$ cat src/rtl/key_escape_sequence_encoder_top_defines.svh
// ----------------------------------------------------------------------------
// Key escape sequence encoder assertion macros
// Shared assertion forms, clocked on clock and disabled in reset.
// ----------------------------------------------------------------------------
`ifndef KEY_ESCAPE_SEQUENCE_ENCODER_TOP_DEFINES_SVH
`define KEY_ESCAPE_SEQUENCE_ENCODER_TOP_DEFINES_SVH

// Same-cycle implication.
`define KESE_ASSERT_NOW(lbl, ante, cons, msg) \
   lbl: assert property (@(posedge clock) disable iff (reset) (ante) |-> (cons)) \
      else $error(msg);

// Next-cycle implication.
`define KESE_ASSERT_NEXT(lbl, ante, cons, msg) \
   lbl: assert property (@(posedge clock) disable iff (reset) (ante) |=> (cons)) \
      else $error(msg);

`endif

$ cat src/rtl/kese_pkg.sv
// ----------------------------------------------------------------------------
// Key escape sequence encoder package
// Key codes, microcode word format, the microprogram and the key table.
// ----------------------------------------------------------------------------
package kese_pkg;

   localparam logic [4:0] KEY_OTHER      = 5'd0;
   localparam logic [4:0] KEY_TABLE_LAST = 5'd22;
   localparam logic [4:0] KEY_ESCAPE     = 5'd23;
   localparam logic [4:0] KEY_MOD_FIRST  = 5'd24;
   localparam logic [4:0] KEY_MOD_LAST   = 5'd28;
   localparam logic [4:0] KEY_HOME       = 5'd6;
   localparam logic [4:0] KEY_PGDOWN     = 5'd10;
   localparam logic [4:0] KEY_F4         = 5'd14;

   localparam logic [7:0] CHAR_ESC   = 8'h1B;
   localparam logic [7:0] CHAR_BRACK = 8'h5B;
   localparam logic [7:0] CHAR_O     = 8'h4F;
   localparam logic [7:0] CHAR_ONE   = 8'h31;
   localparam logic [7:0] CHAR_SEMI  = 8'h3B;
   localparam logic [7:0] CHAR_TILDE = 8'h7E;

   localparam int          PC_WIDTH = 5;
   localparam logic [4:0]  PROG_LEN = 5'd22;

   // Program entry points.
   localparam logic [4:0] ENTRY_ESCAPE = 5'd0;
   localparam logic [4:0] ENTRY_CURSOR = 5'd1;
   localparam logic [4:0] ENTRY_TILDE3 = 5'd8;
   localparam logic [4:0] ENTRY_TILDE4 = 5'd13;
   localparam logic [4:0] ENTRY_SHORTO = 5'd19;

   typedef enum logic [1:0] {
      OP_EMIT   = 2'd0,
      OP_JNOMOD = 2'd1,
      OP_JMOD   = 2'd2
   } ucode_op_type;

   typedef enum logic [2:0] {
      SEL_ESC   = 3'd0,
      SEL_BRACK = 3'd1,
      SEL_O     = 3'd2,
      SEL_ONE   = 3'd3,
      SEL_SEMI  = 3'd4,
      SEL_MOD   = 3'd5,
      SEL_D1    = 3'd6,
      SEL_D2    = 3'd7
   } byte_sel_type;

   typedef struct packed {
      ucode_op_type          op;
      byte_sel_type          sel;
      logic                  final_sel;  // emit the key's final byte
      logic                  last;
      logic [PC_WIDTH-1:0]   target;
   } ucode_word_type;

   typedef struct packed {
      logic [7:0] final_byte;
      logic [7:0] d1;
      logic [7:0] d2;
   } key_info_type;

   function automatic ucode_word_type emit_w(byte_sel_type sel);
      ucode_word_type w;
      w.op        = OP_EMIT;
      w.sel       = sel;
      w.final_sel = 1'b0;
      w.last      = 1'b0;
      w.target    = '0;
      return w;
   endfunction

   function automatic ucode_word_type final_w();
      ucode_word_type w;
      w           = emit_w(SEL_ESC);
      w.final_sel = 1'b1;
      w.last      = 1'b1;
      return w;
   endfunction

   function automatic ucode_word_type jump_w(ucode_op_type op, logic [PC_WIDTH-1:0] tgt);
      ucode_word_type w;
      w        = emit_w(SEL_ESC);
      w.op     = op;
      w.target = tgt;
      return w;
   endfunction

   // The microprogram. Steps 5 to 7 are the shared modifier suffix and final byte.
   function automatic ucode_word_type ucode(logic [PC_WIDTH-1:0] addr);
      ucode_word_type w;
      unique case (addr)
         5'd0: begin
            w      = emit_w(SEL_ESC);
            w.last = 1'b1;
         end
         5'd1:  w = emit_w(SEL_ESC);
         5'd2:  w = emit_w(SEL_BRACK);
         5'd3:  w = jump_w(OP_JNOMOD, 5'd7);
         5'd4:  w = emit_w(SEL_ONE);
         5'd5:  w = emit_w(SEL_SEMI);
         5'd6:  w = emit_w(SEL_MOD);
         5'd7:  w = final_w();
         5'd8:  w = emit_w(SEL_ESC);
         5'd9:  w = emit_w(SEL_BRACK);
         5'd10: w = emit_w(SEL_D1);
         5'd11: w = jump_w(OP_JMOD, 5'd5);
         5'd12: w = final_w();
         5'd13: w = emit_w(SEL_ESC);
         5'd14: w = emit_w(SEL_BRACK);
         5'd15: w = emit_w(SEL_D1);
         5'd16: w = emit_w(SEL_D2);
         5'd17: w = jump_w(OP_JMOD, 5'd5);
         5'd18: w = final_w();
         5'd19: w = emit_w(SEL_ESC);
         5'd20: w = emit_w(SEL_O);
         5'd21: w = final_w();
         default: w = final_w();
      endcase
      return w;
   endfunction

   function automatic key_info_type key_info(logic [4:0] code);
      key_info_type k;
      k.d1 = CHAR_ONE;
      k.d2 = CHAR_ONE;
      k.final_byte = CHAR_TILDE;
      unique case (code)
         5'd1:  k.final_byte = 8'h41;
         5'd2:  k.final_byte = 8'h42;
         5'd3:  k.final_byte = 8'h43;
         5'd4:  k.final_byte = 8'h44;
         5'd5:  k.final_byte = 8'h46;
         5'd6:  k.final_byte = 8'h48;
         5'd7:  k.d1 = 8'h32;
         5'd8:  k.d1 = 8'h33;
         5'd9:  k.d1 = 8'h35;
         5'd10: k.d1 = 8'h36;
         5'd11: k.final_byte = 8'h50;
         5'd12: k.final_byte = 8'h51;
         5'd13: k.final_byte = 8'h52;
         5'd14: k.final_byte = 8'h53;
         5'd15: k.d2 = 8'h35;
         5'd16: k.d2 = 8'h37;
         5'd17: k.d2 = 8'h38;
         5'd18: k.d2 = 8'h39;
         5'd19: begin
            k.d1 = 8'h32;
            k.d2 = 8'h30;
         end
         5'd20: begin
            k.d1 = 8'h32;
            k.d2 = 8'h31;
         end
         5'd21: begin
            k.d1 = 8'h32;
            k.d2 = 8'h33;
         end
         5'd22: begin
            k.d1 = 8'h32;
            k.d2 = 8'h34;
         end
         default: k.final_byte = CHAR_TILDE;
      endcase
      return k;
   endfunction

endpackage

$ cat src/rtl/key_escape_sequence_encoder_top.sv
// ----------------------------------------------------------------------------
// Key escape sequence encoder
// Turns key press and release items into xterm style escape sequences.
// ----------------------------------------------------------------------------
// An input item is a key code and a press or release flag. Modifier items
// update the held modifier set in the cycle they are accepted and produce no
// output. A press of a cursor, editing, F1 to F12 or Escape key starts a short
// microprogram that walks a read-only control store and hands out the sequence
// byte by byte on the rsp_ channel, with rsp_last on the final byte. After the
// accept the program takes each emit step and each taken or untaken branch step
// in turn; a stalled output holds an emit step until the byte slot is free.
// The next item is taken as soon as the final byte sits in the output register.
// csr_write_data clears or sets output generation; reset leaves it enabled.
// ----------------------------------------------------------------------------
`include "key_escape_sequence_encoder_top_defines.svh"

module key_escape_sequence_encoder_top (
   input  logic       clock,
   input  logic       reset,
   input  logic       req_valid,
   output logic       req_ready,
   input  logic [4:0] req_key_code,
   input  logic       req_released,
   output logic       rsp_valid,
   input  logic       rsp_ready,
   output logic [7:0] rsp_out_byte,
   output logic       rsp_last,
   input  logic       csr_write_enable,
   input  logic       csr_write_data
);

   logic                           read_enable_ff, read_enable_in;
   logic [4:0]                     flags_ff, flags_in;
   logic                           busy_ff, busy_in;
   logic [kese_pkg::PC_WIDTH-1:0]  pc_ff, pc_in;
   logic [2:0]                     mods_ff, mods_in;
   kese_pkg::key_info_type         key_ff, key_in;
   logic                           rsp_valid_ff, rsp_valid_in;
   logic [7:0]                     rsp_byte_ff, rsp_byte_in;
   logic                           rsp_last_ff, rsp_last_in;

   logic                           accept;
   logic                           is_mod;
   logic                           start;
   logic [2:0]                     cur_mods;
   logic [kese_pkg::PC_WIDTH-1:0]  entry;
   kese_pkg::ucode_word_type       cw;
   logic                           slot_free;
   logic                           has_mod;
   logic [7:0]                     sel_byte;

   assign req_ready    = !busy_ff;
   assign rsp_valid    = rsp_valid_ff;
   assign rsp_out_byte = rsp_byte_ff;
   assign rsp_last     = rsp_last_ff;

   assign accept    = req_valid && req_ready;
   assign is_mod    = (req_key_code >= kese_pkg::KEY_MOD_FIRST) &&
                      (req_key_code <= kese_pkg::KEY_MOD_LAST);
   assign start     = accept && !is_mod && !req_released && read_enable_ff &&
                      (req_key_code != kese_pkg::KEY_OTHER) &&
                      (req_key_code <= kese_pkg::KEY_ESCAPE);
   assign cur_mods  = {(flags_ff[4] | flags_ff[3]), flags_ff[0], (flags_ff[2] | flags_ff[1])};
   assign cw        = kese_pkg::ucode(pc_ff);
   assign slot_free = !rsp_valid_ff || rsp_ready;
   assign has_mod   = (mods_ff != 3'd0);

   always_comb begin
      if (req_key_code == kese_pkg::KEY_ESCAPE) begin
         entry = kese_pkg::ENTRY_ESCAPE;
      end else if (req_key_code <= kese_pkg::KEY_HOME) begin
         entry = kese_pkg::ENTRY_CURSOR;
      end else if (req_key_code <= kese_pkg::KEY_PGDOWN) begin
         entry = kese_pkg::ENTRY_TILDE3;
      end else if (req_key_code <= kese_pkg::KEY_F4) begin
         // F1 to F4 take the long form only with a modifier held.
         entry = (cur_mods != 3'd0) ? kese_pkg::ENTRY_TILDE3 : kese_pkg::ENTRY_SHORTO;
      end else begin
         entry = kese_pkg::ENTRY_TILDE4;
      end
   end

   always_comb begin
      if (cw.final_sel) begin
         sel_byte = key_ff.final_byte;
      end else begin
         unique case (cw.sel)
            kese_pkg::SEL_ESC:   sel_byte = kese_pkg::CHAR_ESC;
            kese_pkg::SEL_BRACK: sel_byte = kese_pkg::CHAR_BRACK;
            kese_pkg::SEL_O:     sel_byte = kese_pkg::CHAR_O;
            kese_pkg::SEL_ONE:   sel_byte = kese_pkg::CHAR_ONE;
            kese_pkg::SEL_SEMI:  sel_byte = kese_pkg::CHAR_SEMI;
            kese_pkg::SEL_MOD:   sel_byte = kese_pkg::CHAR_ONE + {5'd0, mods_ff};
            kese_pkg::SEL_D1:    sel_byte = key_ff.d1;
            kese_pkg::SEL_D2:    sel_byte = key_ff.d2;
            default:             sel_byte = kese_pkg::CHAR_ESC;
         endcase
      end
   end

   always_comb begin
      read_enable_in = csr_write_enable ? csr_write_data : read_enable_ff;

      flags_in = flags_ff;
      if (accept && is_mod) begin
         flags_in[req_key_code[2:0]] = !req_released;
      end

      busy_in      = busy_ff;
      pc_in        = pc_ff;
      mods_in      = mods_ff;
      key_in       = key_ff;
      rsp_valid_in = rsp_valid_ff && !rsp_ready;
      rsp_byte_in  = rsp_byte_ff;
      rsp_last_in  = rsp_last_ff;

      if (start) begin
         busy_in = 1'b1;
         pc_in   = entry;
         mods_in = cur_mods;
         key_in  = kese_pkg::key_info(req_key_code);
      end else if (busy_ff) begin
         unique case (cw.op)
            kese_pkg::OP_EMIT: begin
               if (slot_free) begin
                  rsp_valid_in = 1'b1;
                  rsp_byte_in  = sel_byte;
                  rsp_last_in  = cw.last;
                  if (cw.last) begin
                     busy_in = 1'b0;
                  end else begin
                     pc_in = pc_ff + 1'b1;
                  end
               end
            end
            kese_pkg::OP_JNOMOD: pc_in = has_mod ? pc_ff + 1'b1 : cw.target;
            kese_pkg::OP_JMOD:   pc_in = has_mod ? cw.target : pc_ff + 1'b1;
            default:             busy_in = 1'b0;
         endcase
      end
   end

   always_ff @(posedge clock) begin
      if (reset) begin
         read_enable_ff <= 1'b1;
         flags_ff       <= '0;
         busy_ff        <= 1'b0;
         pc_ff          <= '0;
         rsp_valid_ff   <= 1'b0;
      end else begin
         read_enable_ff <= read_enable_in;
         flags_ff       <= flags_in;
         busy_ff        <= busy_in;
         pc_ff          <= pc_in;
         rsp_valid_ff   <= rsp_valid_in;
      end
   end

   always_ff @(posedge clock) begin
      mods_ff     <= mods_in;
      key_ff      <= key_in;
      rsp_byte_ff <= rsp_byte_in;
      rsp_last_ff <= rsp_last_in;
   end

   `KESE_ASSERT_NEXT(a_start_busy, start,
      busy_ff && (pc_ff < kese_pkg::PROG_LEN), "sequence did not start")
   `KESE_ASSERT_NOW(a_pc_range, busy_ff,
      pc_ff < kese_pkg::PROG_LEN, "program counter out of range")
   `KESE_ASSERT_NEXT(a_last_ends,
      busy_ff && (cw.op == kese_pkg::OP_EMIT) && slot_free && cw.last,
      !busy_ff && rsp_valid_ff && rsp_last_ff, "last byte did not end sequence")
   `KESE_ASSERT_NEXT(a_mod_press, accept && is_mod && !req_released,
      flags_ff != 5'd0, "modifier press lost")

endmodule
$ cat config.mk
export PLATFORM = sky130hd
export DESIGN_NAME = key_escape_sequence_encoder_top
export DESIGN_NICKNAME = d
export VERILOG_FILES = /design/src/rtl/kese_pkg.sv /design/src/rtl/key_escape_sequence_encoder_top.sv
export VERILOG_INCLUDE_DIRS = /design/src /design/src/rtl
export SDC_FILE = /design/constraint.sdc
export NUM_CORES = 1
export LEC_CHECK = 0
export BUFFER_PORTS_ARGS = -buffer_cell sky130_fd_sc_hd__buf_2
export CELL_PAD_IN_SITES_DETAIL_PLACEMENT = 0
export CELL_PAD_IN_SITES_GLOBAL_PLACEMENT = 1
export CORE_MARGIN = 1
export CORE_UTILIZATION = 42
export DETAILED_ROUTE_END_ITERATION = 16
export PLACE_DENSITY = 0.75
export SLEW_MARGIN = 20
export SYNTH_ARGS = -nofsm -noshare
export SYNTH_HDL_FRONTEND = slang
export SYNTH_SLANG_ARGS = --single-unit
$ cat constraint.sdc
create_clock -name clock -period 2.6 [get_ports clock]
set_input_delay 0.13 -clock clock [delete_from_list [all_inputs] [get_ports clock]]
set_output_delay 0.13 -clock clock [all_outputs]
set_load 0.03 [all_outputs]
==> results_dict.tcl, run 1 <==
set metrics [dict create \
    antenna_left 0 \
    r2r_slack_ns -0.09 \
    grt_pass1_wl_um 11100 \
    layout_min_cycle_time_ns 2.69 \
    rows 29 \
    die_x_um 83.1 \
    synth_cell_types 60 \
    clock_sinks 45 \
    grt_overflow 0 \
    cts_tree "yes" \
    avgSynthCellArea_um2 9.32 \
    clockRootBuffer "clkbuf_8" \
    yosysMostFrequentCell "nand2_1" \
    violations "design-rule violations, negative setup slack" \
    worstPathArrival_ns 2.90 \
    slew_headroom_pct 59.6 \
    drv_cap 0 \
    reg2reg_depth 10 \
    grt_max_degree 22 \
    hold_viol_final 0 \
    yosysWarnings 0 \
    crit_type "flop to flop" \
    synthArstFlopShare_pct 0 \
    postCtsHoldBufs 0 \
    clkLatencyLatePin_ns 0.31 \
    endpoint_kind "flop" \
    slew_violations 0 \
    post-route-period-util_pct 103 \
    cts_buffer_depth 2 \
    synth-seq-cells 45 \
    core_area_um2 6350 \
    drtPass1Iterations 10 \
    min_from "csr_write_data" \
    antenna_found_initial 0 \
    synth_nets 321 \
    port_buffers 21 \
    ys.flop_type "edfxtp_1" \
    r2r-start "flags_ff[1]" \
    p_leak_uw 0.00146 \
    yosys-top-cells-count "nand2_1, edfxtp_1, nor2_1, dfxtp_1, inv_1" \
    place.gp.congestion 0.912 \
    setup_slack_ns -0.0871 \
    drtIter0Drc 105 \
    clkTransAtPathRegs_ns 0.09 \
    ir_worst_vdd_uv 261 \
    avgViaCountPerCell 5.44 \
    crit_fanout 4 \
    hold_path.class "primary input to flop" \
    hpwlAfterDp_um 5020 \
    fp.dieArea_um2 6900 \
    grt_pass1_vias 2209 \
    die_height_um 83.1 \
    netlist.area_leader.share_pct 26.1 \
    place_area_um2 3220 \
    num_vias 2386 \
    p_total_uw 1670 \
    tightest_slew_ns 0.603 \
    cp-startpoint "flags_ff[1]" \
    p_per_area_nw_per_um2 464 \
    final_area_um2 3610 \
    drive_above_1_share_pct 38.4 \
    max_freq_ghz 0.372 \
    insertedDiodeCount 0 \
    cts_made_buffers 5 \
    nets 386 \
    netlist.top_cell.by_area "edfxtp_1" \
    syn_to_final_growth_pct 30.9 \
    tns_ns -0.115 \
    drc 2 \
    synth_edf_count 24 \
    grt_usage_pct 20.5 \
    rsz0062_at_grt "true" \
    routed_wl_um 6880 \
    ys_seq_area_share_pct 41.4 \
    syn_area_um2 2760 \
    critPathRequiredTime_ns 2.81 \
    synthCells 296 \
    finClkSkew_ns 0.0100 \
    status "complete, but fails checks" \
    start_util_pct 43.4 \
    htree_levels 2 \
    hold_depth 3 \
    detail_route.wl_per_cell_um 15.7 \
    setup-violations-final 2 \
    io-pin-count 23 \
    synthTopCellsByArea "edfxtp_1, dfxtp_1, ha_1" \
    worstSetupStartpointType "flop" \
]
[cells in the final DEF, fill, tap and decap left out, types with 6 or more instances in the layout]
cell type  synthesis  final
inv_2              2      9
ha_1              13      7
buf_2              2     21
ha_4               0      6
a21oi_1           14     13
inv_1             17      8
nand2_1           28     27
dfxtp_1           21     19
edfxtp_1          24     24
o21ai_0           14     12
buf_4              1     50
nand2b_1          10      9
a211oi_1           9      9
nor2_1            22     20
nand3_1           11     11
[power breakdown]
group	internal [uW]	switching, uW
combinational	150	178
sequential	782	28.5
clock	283	254
total	1210	460
[final timing paths]
check	to
setup / recovery	cw[9]
hold / removal	read_enable_ff
setup reg to reg	cw[9]
hold reg to reg	read_enable_ff
[timing repair]
item	in CTS	in global routing
pin swaps	5	8
gates resized for setup	7	40
setup buffers	5	5
endpoints found under the setup margin	5	8
[metal layers]
metal  up-vias  share of wire (%)  GRT usage, %
met4         0                2.1          8.31
met3        13                5.1          3.78
met1      1116                 47          28.7
met2        57                 46          31.1
met5         -                  0             0
li1       1200                  -             -
[cell families after synthesis]
logic type,after synthesis,synth area share [%]
buffers and inverters,34,5.12
adders and majority gates,13,5.90
AOI/OAI and AO/OA,79,22.0
other,1,0.136
and+or+nand+nor,110,20.6
muxes,6,2.31
DFF,45,41.4
xor gates and xnor gates,8,2.54
[layout make-up]
class / count / area, um2
sequential: 45 / 1140
multi-input combinational: 217 / 1670
tap: 77 / 96.3
timing repair buffer: 73 / 512
fill: 566 / 2740
clock inverter: 3 / 41.3
inverter: 19 / 76.3
clock buffer: 5 / 68.8
[critical path, cell delays in order, from the launching register on]
cell      delay [ns]
dfxtp_1         0.31
or2_1           0.24
or4_4           0.49
or2_4           0.29
o32ai_4         0.25
a22o_4          0.20
inv_4           0.05
ha_1            0.27
a211oi_1        0.04
mux2_2          0.26
a32o_1          0.19
[flip-flops by register name, indices dropped and copies added (netlist names)]
name and flops:
key_ff 13, cw 8, rsp_out_byte 7, flags_ff 5, pc_ff 5, mods_ff 3
busy_ff 1, read_enable_ff 1, rsp_last 1, rsp_valid 1
[metrics by stage]
step | instances | hold WS [ns] | utilization (%) | worst slack [ns]
after CTS | 434 | 0.0201 | 53.5 | -0.0872
after detailed placement | 421 | 0.354 | 50.6 | -0.220
final | 439 | 0.0271 | 56.9 | -0.0871
after floorplan | 296 | 0.226 | - | -0.0845
after global placement | 421 | 0.340 | 50.6 | -0.179
after global routing | 439 | 0.0605 | 56.9 | -0.174
Power figures use the tool's default switching activity.
==> inputs of run 2 (changes only) <==
--- a/config.mk
+++ b/config.mk
@@ -9,10 +9,13 @@
 export BUFFER_PORTS_ARGS = -buffer_cell sky130_fd_sc_hd__buf_2
 export CELL_PAD_IN_SITES_DETAIL_PLACEMENT = 0
 export CELL_PAD_IN_SITES_GLOBAL_PLACEMENT = 1
+export CORE_ASPECT_RATIO = 1.1
 export CORE_MARGIN = 1
 export CORE_UTILIZATION = 42
 export DETAILED_ROUTE_END_ITERATION = 16
+export GPL_ROUTABILITY_DRIVEN = 1
 export PLACE_DENSITY = 0.75
+export SKIP_LAST_GASP = 1
 export SLEW_MARGIN = 20
 export SYNTH_ARGS = -nofsm -noshare
 export SYNTH_HDL_FRONTEND = slang
==> run 2 against run 1 <==
The flow finishes with violations (negative setup slack). Register-to-register slack barely moved. Die area about the same. Worst hold slack improved by 0.015 ns. Sequential share of layout area grew 0.069 points.
==> results_dict.tcl, run 2 (synthesis results as in run 1) <==
set metrics [dict create \
    status "complete, but fails checks" \
    violations "negative setup slack" \
    fp.dieArea_um2 6900 \
    setup-violations-final 3 \
    p_per_area_nw_per_um2 463 \
    num_vias 2373 \
    worstSetupStartpointType "flop" \
    syn_to_final_growth_pct 30.9 \
    slew_violations 0 \
    tightest_slew_ns 0.626 \
    core_area_um2 6270 \
    routed_wl_um 6780 \
    drtPass1Iterations 4 \
    post-route-period-util_pct 103 \
    hpwlAfterDp_um 4970 \
    max_freq_ghz 0.374 \
    grt_usage_pct 20.9 \
    hold_path.class "primary input to flop" \
    setup_slack_ns -0.0732 \
    reg2reg_depth 10 \
    drv_cap 0 \
    p_leak_uw 0.00148 \
    place.gp.congestion 0.879 \
    crit_fanout 4 \
    drc 0 \
    worstPathArrival_ns 2.87 \
    rsz0062_at_grt "true" \
    hold_depth 3 \
    fin_util_pct 57.6 \
    io-pin-count 23 \
    postCtsHoldBufs 0 \
    final_common_cell "buf_4" \
    detail_route.wl_per_cell_um 15.2 \
    avgViaCountPerCell 5.32 \
    cts_buffer_depth 2 \
    clockRootBuffer "clkbuf_8" \
    num-fill-cells 551 \
    clock_sinks 45 \
    r2r_end "cw[9]" \
    nets 390 \
    largest_register_ff_count 13 \
    hold_end "read_enable_ff" \
    grt_overflow 0 \
    die_height_um 87.0 \
    grt_pass1_vias 2264 \
    top_register "key_ff" \
    insertedDiodeCount 0 \
    cts_made_buffers 5 \
    drtIter0Drc 104 \
    slew_headroom_pct 58.1 \
    rows 30 \
    clkTransAtPathRegs_ns 0.09 \
    r2r_slack_ns -0.07 \
    hold_viol_final 0 \
    antenna_found_initial 0 \
    grt_max_degree 22 \
    grt_pass1_wl_um 11000 \
    r2r-start "flags_ff[2]" \
    start_util_pct 44.0 \
    die_x_um 79.3 \
    cts_tree "yes" \
    ir_worst_vdd_uv 216 \
    crit_type "flop to flop" \
    htree_levels 2 \
    endpoint_kind "flop" \
    antenna_left 0 \
    layout_common_cells "buf_4, nand2_1, edfxtp_1" \
    finClkSkew_ns 0.00652 \
    dp_slack_ns -0.278 \
    clkLatencyLatePin_ns 0.30 \
    min_from "reset" \
    drive_above_1_share_pct 39.9 \
    port_buffers 21 \
    critPathRequiredTime_ns 2.80 \
    layout_min_cycle_time_ns 2.67 \
]
==> run 2: cell count changes in the layout (fill, tap and decap cells not counted), sizes merged <==
cell,change
clkbuf,+1
buf,+4
clkinvlp,-1
==> run 2: layout make-up <==
cell class	instances	area [um2]	share of cell area, %
Sequential cell	45	1150	31.7
Clock inverter	2	35.0	0.970
Inverter	19	73.8	2.04
Tap cell	80	100	2.77
Clock buffer	6	72.6	2.01
Multi-Input combinational cell	217	1650	45.8
Timing Repair Buffer	77	529	14.7
==> run 2: how the worst max path moves through the flow <==
| stage | start | endpoint | cells past startpoint |
|---|---|---|---|
| 3_3_place_gp | flags_ff[1] | cw[8] | 12 |
| 5_1_grt | flags_ff[2] | cw[9] | 10 |
| 6_report | flags_ff[2] | cw[9] | 10 |
| 2_1_floorplan | flags_ff[4] | cw[9] | 10 |
| 3_5_place_dp | flags_ff[1] | cw[9] | 12 |
| 4_1_cts | flags_ff[1] | cw[9] | 10 |
==> run 2: report_power, final <==
part	switching, uW	leakage [uW]	internal (uW)	total (uW)
logic	179	0.00104	159	337
registers	26.7	0.000384	782	808
clock network	242	0.0000552	286	528
==> run 2: what timing repair did <==
| action | in CTS | in global routing |
|---|---|---|
| buffers inserted | 11 | 4 |
| resized for setup | 26 | 20 |
| setup endpoints to repair | 7 | 8 |
| pin swaps | 10 | 13 |
==> run 2: worst max-delay path, cell delays in order, from the launching register on <==
cell and delay [ns]:
dfxtp_2 0.33, or2_4 0.24, or4_4 0.48, or2_4 0.27, o32ai_4 0.24, a22o_4 0.19, inv_4 0.04, ha_1 0.26
a211oi_1 0.05, mux2_2 0.28, a32o_1 0.19
==> run 2: per-layer routing <==
metal  global-route usage [%]  up-vias  wire length (um)
li1                         -     1209                 -
met1                     27.6     1090              3140
met2                     33.9       62              3180
met3                     4.19       12               318
met4                     7.77        0               144
met5                        0        -                 0
==> run 2: metrics by stage <==
step	cells	setup TNS (ns)	hold slack (ns)	area, um2	power [uW]
finish	446	-0.149	0.0425	3610	1670
global route	446	-0.501	0.0366	3610	1750
CTS	444	-0.0963	0.0366	3520	1660
detailed placement	425	-1.20	0.350	3230	1110
global placement	425	-0.814	0.343	3230	1110
floorplan	296	-0.118	0.226	2770	1010
==> inputs of run 3 (changes only) <==
--- a/config.mk
+++ b/config.mk
@@ -15,6 +15,8 @@
 export DETAILED_ROUTE_END_ITERATION = 16
 export GPL_ROUTABILITY_DRIVEN = 1
 export PLACE_DENSITY = 0.75
+export RECOVER_POWER = 50
+export SETUP_SLACK_MARGIN = 0.5
 export SKIP_LAST_GASP = 1
 export SLEW_MARGIN = 20
 export SYNTH_ARGS = -nofsm -noshare
==> constraint.sdc (replaced) <==
create_clock -name clock -period 2.6 [get_ports clock]
set_input_delay 0.26 -clock clock [delete_from_list [all_inputs] [get_ports clock]]
set_output_delay 0.26 -clock clock [all_outputs]
set_load 0.03 [all_outputs]
==> run 3 against run 2 <==
The flow still finishes with violations (negative setup slack). Flip-flop and latch count stayed put. Register-to-register slack worse by 0.12 ns. Core utilization is 1.1 points higher. Maximum frequency is 4.3% lower. Final cell count is 0.90% higher. Largest cell class unchanged. Largest power group unchanged. Highest routed layer unchanged.
==> results_dict.tcl, run 3 (synthesis results as in run 1) <==
set metrics [dict create \
    status "complete, but fails checks" \
    violations "negative setup slack" \
    grt_pass1_vias 2318 \
    rsz0062_at_grt "true" \
    critPathRequiredTime_ns 2.79 \
    cts_tree "yes" \
    avgViaCountPerCell 5.34 \
    grt_overflow 0 \
    die_height_um 87.0 \
    hold_viol_final 0 \
    rows 30 \
    detail_route.wl_per_cell_um 15.0 \
    dp_cells 428 \
    max_freq_ghz 0.358 \
    drc 0 \
    drtIter0Drc 91 \
    p_total_uw 1660 \
    tns_ns -0.722 \
    endpoint_kind "flop" \
    drtPass1Iterations 4 \
    finalNonFillerCells 450 \
    core_area_um2 6270 \
    fp.dieArea_um2 6900 \
    io-pin-count 23 \
    nets 394 \
    p_per_area_nw_per_um2 450 \
    drv_cap 0 \
    post-route-period-util_pct 107 \
    tightest_slew_ns 0.639 \
    layout_common_cells "buf_4, nand2_1, edfxtp_1" \
    postCtsHoldBufs 0 \
    cts_buffer_depth 2 \
    htree_levels 2 \
    antenna_found_initial 0 \
    crit_type "flop to flop" \
    clock_sinks 45 \
    syn_to_final_growth_pct 33.3 \
    antenna_left 0 \
    ir_worst_vdd_uv 252 \
    port_buffers 21 \
    setup_slack_ns -0.193 \
    grt_usage_pct 21.1 \
    cts_made_buffers 5 \
    place.gp.congestion 0.882 \
    clkLatencyLatePin_ns 0.30 \
    clockRootBuffer "clkbuf_8" \
    grt_pass1_wl_um 11200 \
    grt_max_degree 22 \
    routed_wl_um 6760 \
    finClkSkew_ns 0.00275 \
    layout_min_cycle_time_ns 2.79 \
    crit_fanout 5 \
    insertedDiodeCount 0 \
    die_x_um 79.3 \
    worstPathArrival_ns 2.98 \
    drive_above_1_share_pct 36.2 \
    hpwlAfterDp_um 4960 \
    top_register "key_ff" \
    hold_path.class "primary input to flop" \
    slew_headroom_pct 57.2 \
    setup-violations-final 5 \
    worstSetupStartpointType "flop" \
    clkTransAtPathRegs_ns 0.08 \
    slew_violations 0 \
    whs_ns 0.174 \
    final_common_cell "buf_4" \
    largest_register_ff_count 13 \
    p_leak_uw 0.00146 \
    start_util_pct 44.0 \
    num_vias 2405 \
    fin_util_pct 58.7 \
]
run 3: cell count changes in the layout (fill, tap and decap cells not counted), moves of 3 or more:
| cell | before | now |
|---|---|---|
| clkbuf_1 | 1 | 14 |
| buf_2 | 21 | 9 |
| buf_6 | 1 | 4 |
| ha_2 | 5 | 2 |
| ha_4 | 3 | 6 |
| inv_1 | 11 | 8 |
run 3: final cells by class:
cell class / count / area [um2]
multi-input combinational: 217 / 1690
tap: 80 / 100
timing repair buffer: 81 / 552
clock buffer: 6 / 72.6
clock inverter: 2 / 35.0
sequential: 45 / 1140
inverter: 19 / 83.8
fill: 566 / 2590
run 3: what timing repair did:
item / 4_1_cts / 5_1_grt
endpoints found under the setup margin: 10 / 12
buffers inserted: 7 / 7
pin swaps: 9 / 13
gates resized for setup: 36 / 17
run 3: metrics by stage:
step,area (um2),setup slack (ns)
2_1_floorplan,2790,-0.0845
3_3_place_gp,3270,-0.120
3_5_place_dp,3270,-0.167
4_1_cts,3590,-0.122
5_1_grt,3680,-0.292
6_report,3680,-0.193
run 3: report_power, final:
part / leakage [uW] / internal [uW] / switching (uW)
Clock: 0.0000552 / 285 / 233
Sequential: 0.000383 / 782 / 28.1
Combinational: 0.00102 / 149 / 179
Total: 0.00146 / 1220 / 440
run 3: worst paths after layout:
kind                  start  slack, ns             end  depth (start not counted)
min          csr_write_data       0.17  read_enable_ff                          3
min reg2reg  read_enable_ff       0.49  read_enable_ff                          2
max                  cw[10]      -0.19           cw[6]                         12
max reg2reg          cw[10]      -0.19           cw[6]                         12
run 3: critical path, cell delays in order (launching register included):
cell and delay (ns):
dfxtp_2 0.36, inv_4 0.05, ha_4 0.28, nor4bb_4 0.33, a21oi_2 0.09, a221oi_2 0.24
inv_1 0.08, a22o_1 0.25, buf_4 0.15, buf_6 0.11, buf_4 0.13, a2111o_1 0.42
and2_1 0.19
run 3: metal layers:
layer  share of wire [%]  routed length [um]  vias to the layer above  track usage, %
met5                   0                   0                        -               0
met4                 1.9                 130                        0            8.43
met3                 2.8                 188                        9            4.40
met2                  48                3260                       31            35.6
met1                  47                3180                     1142            26.3
li1                    -                   -                     1223               -
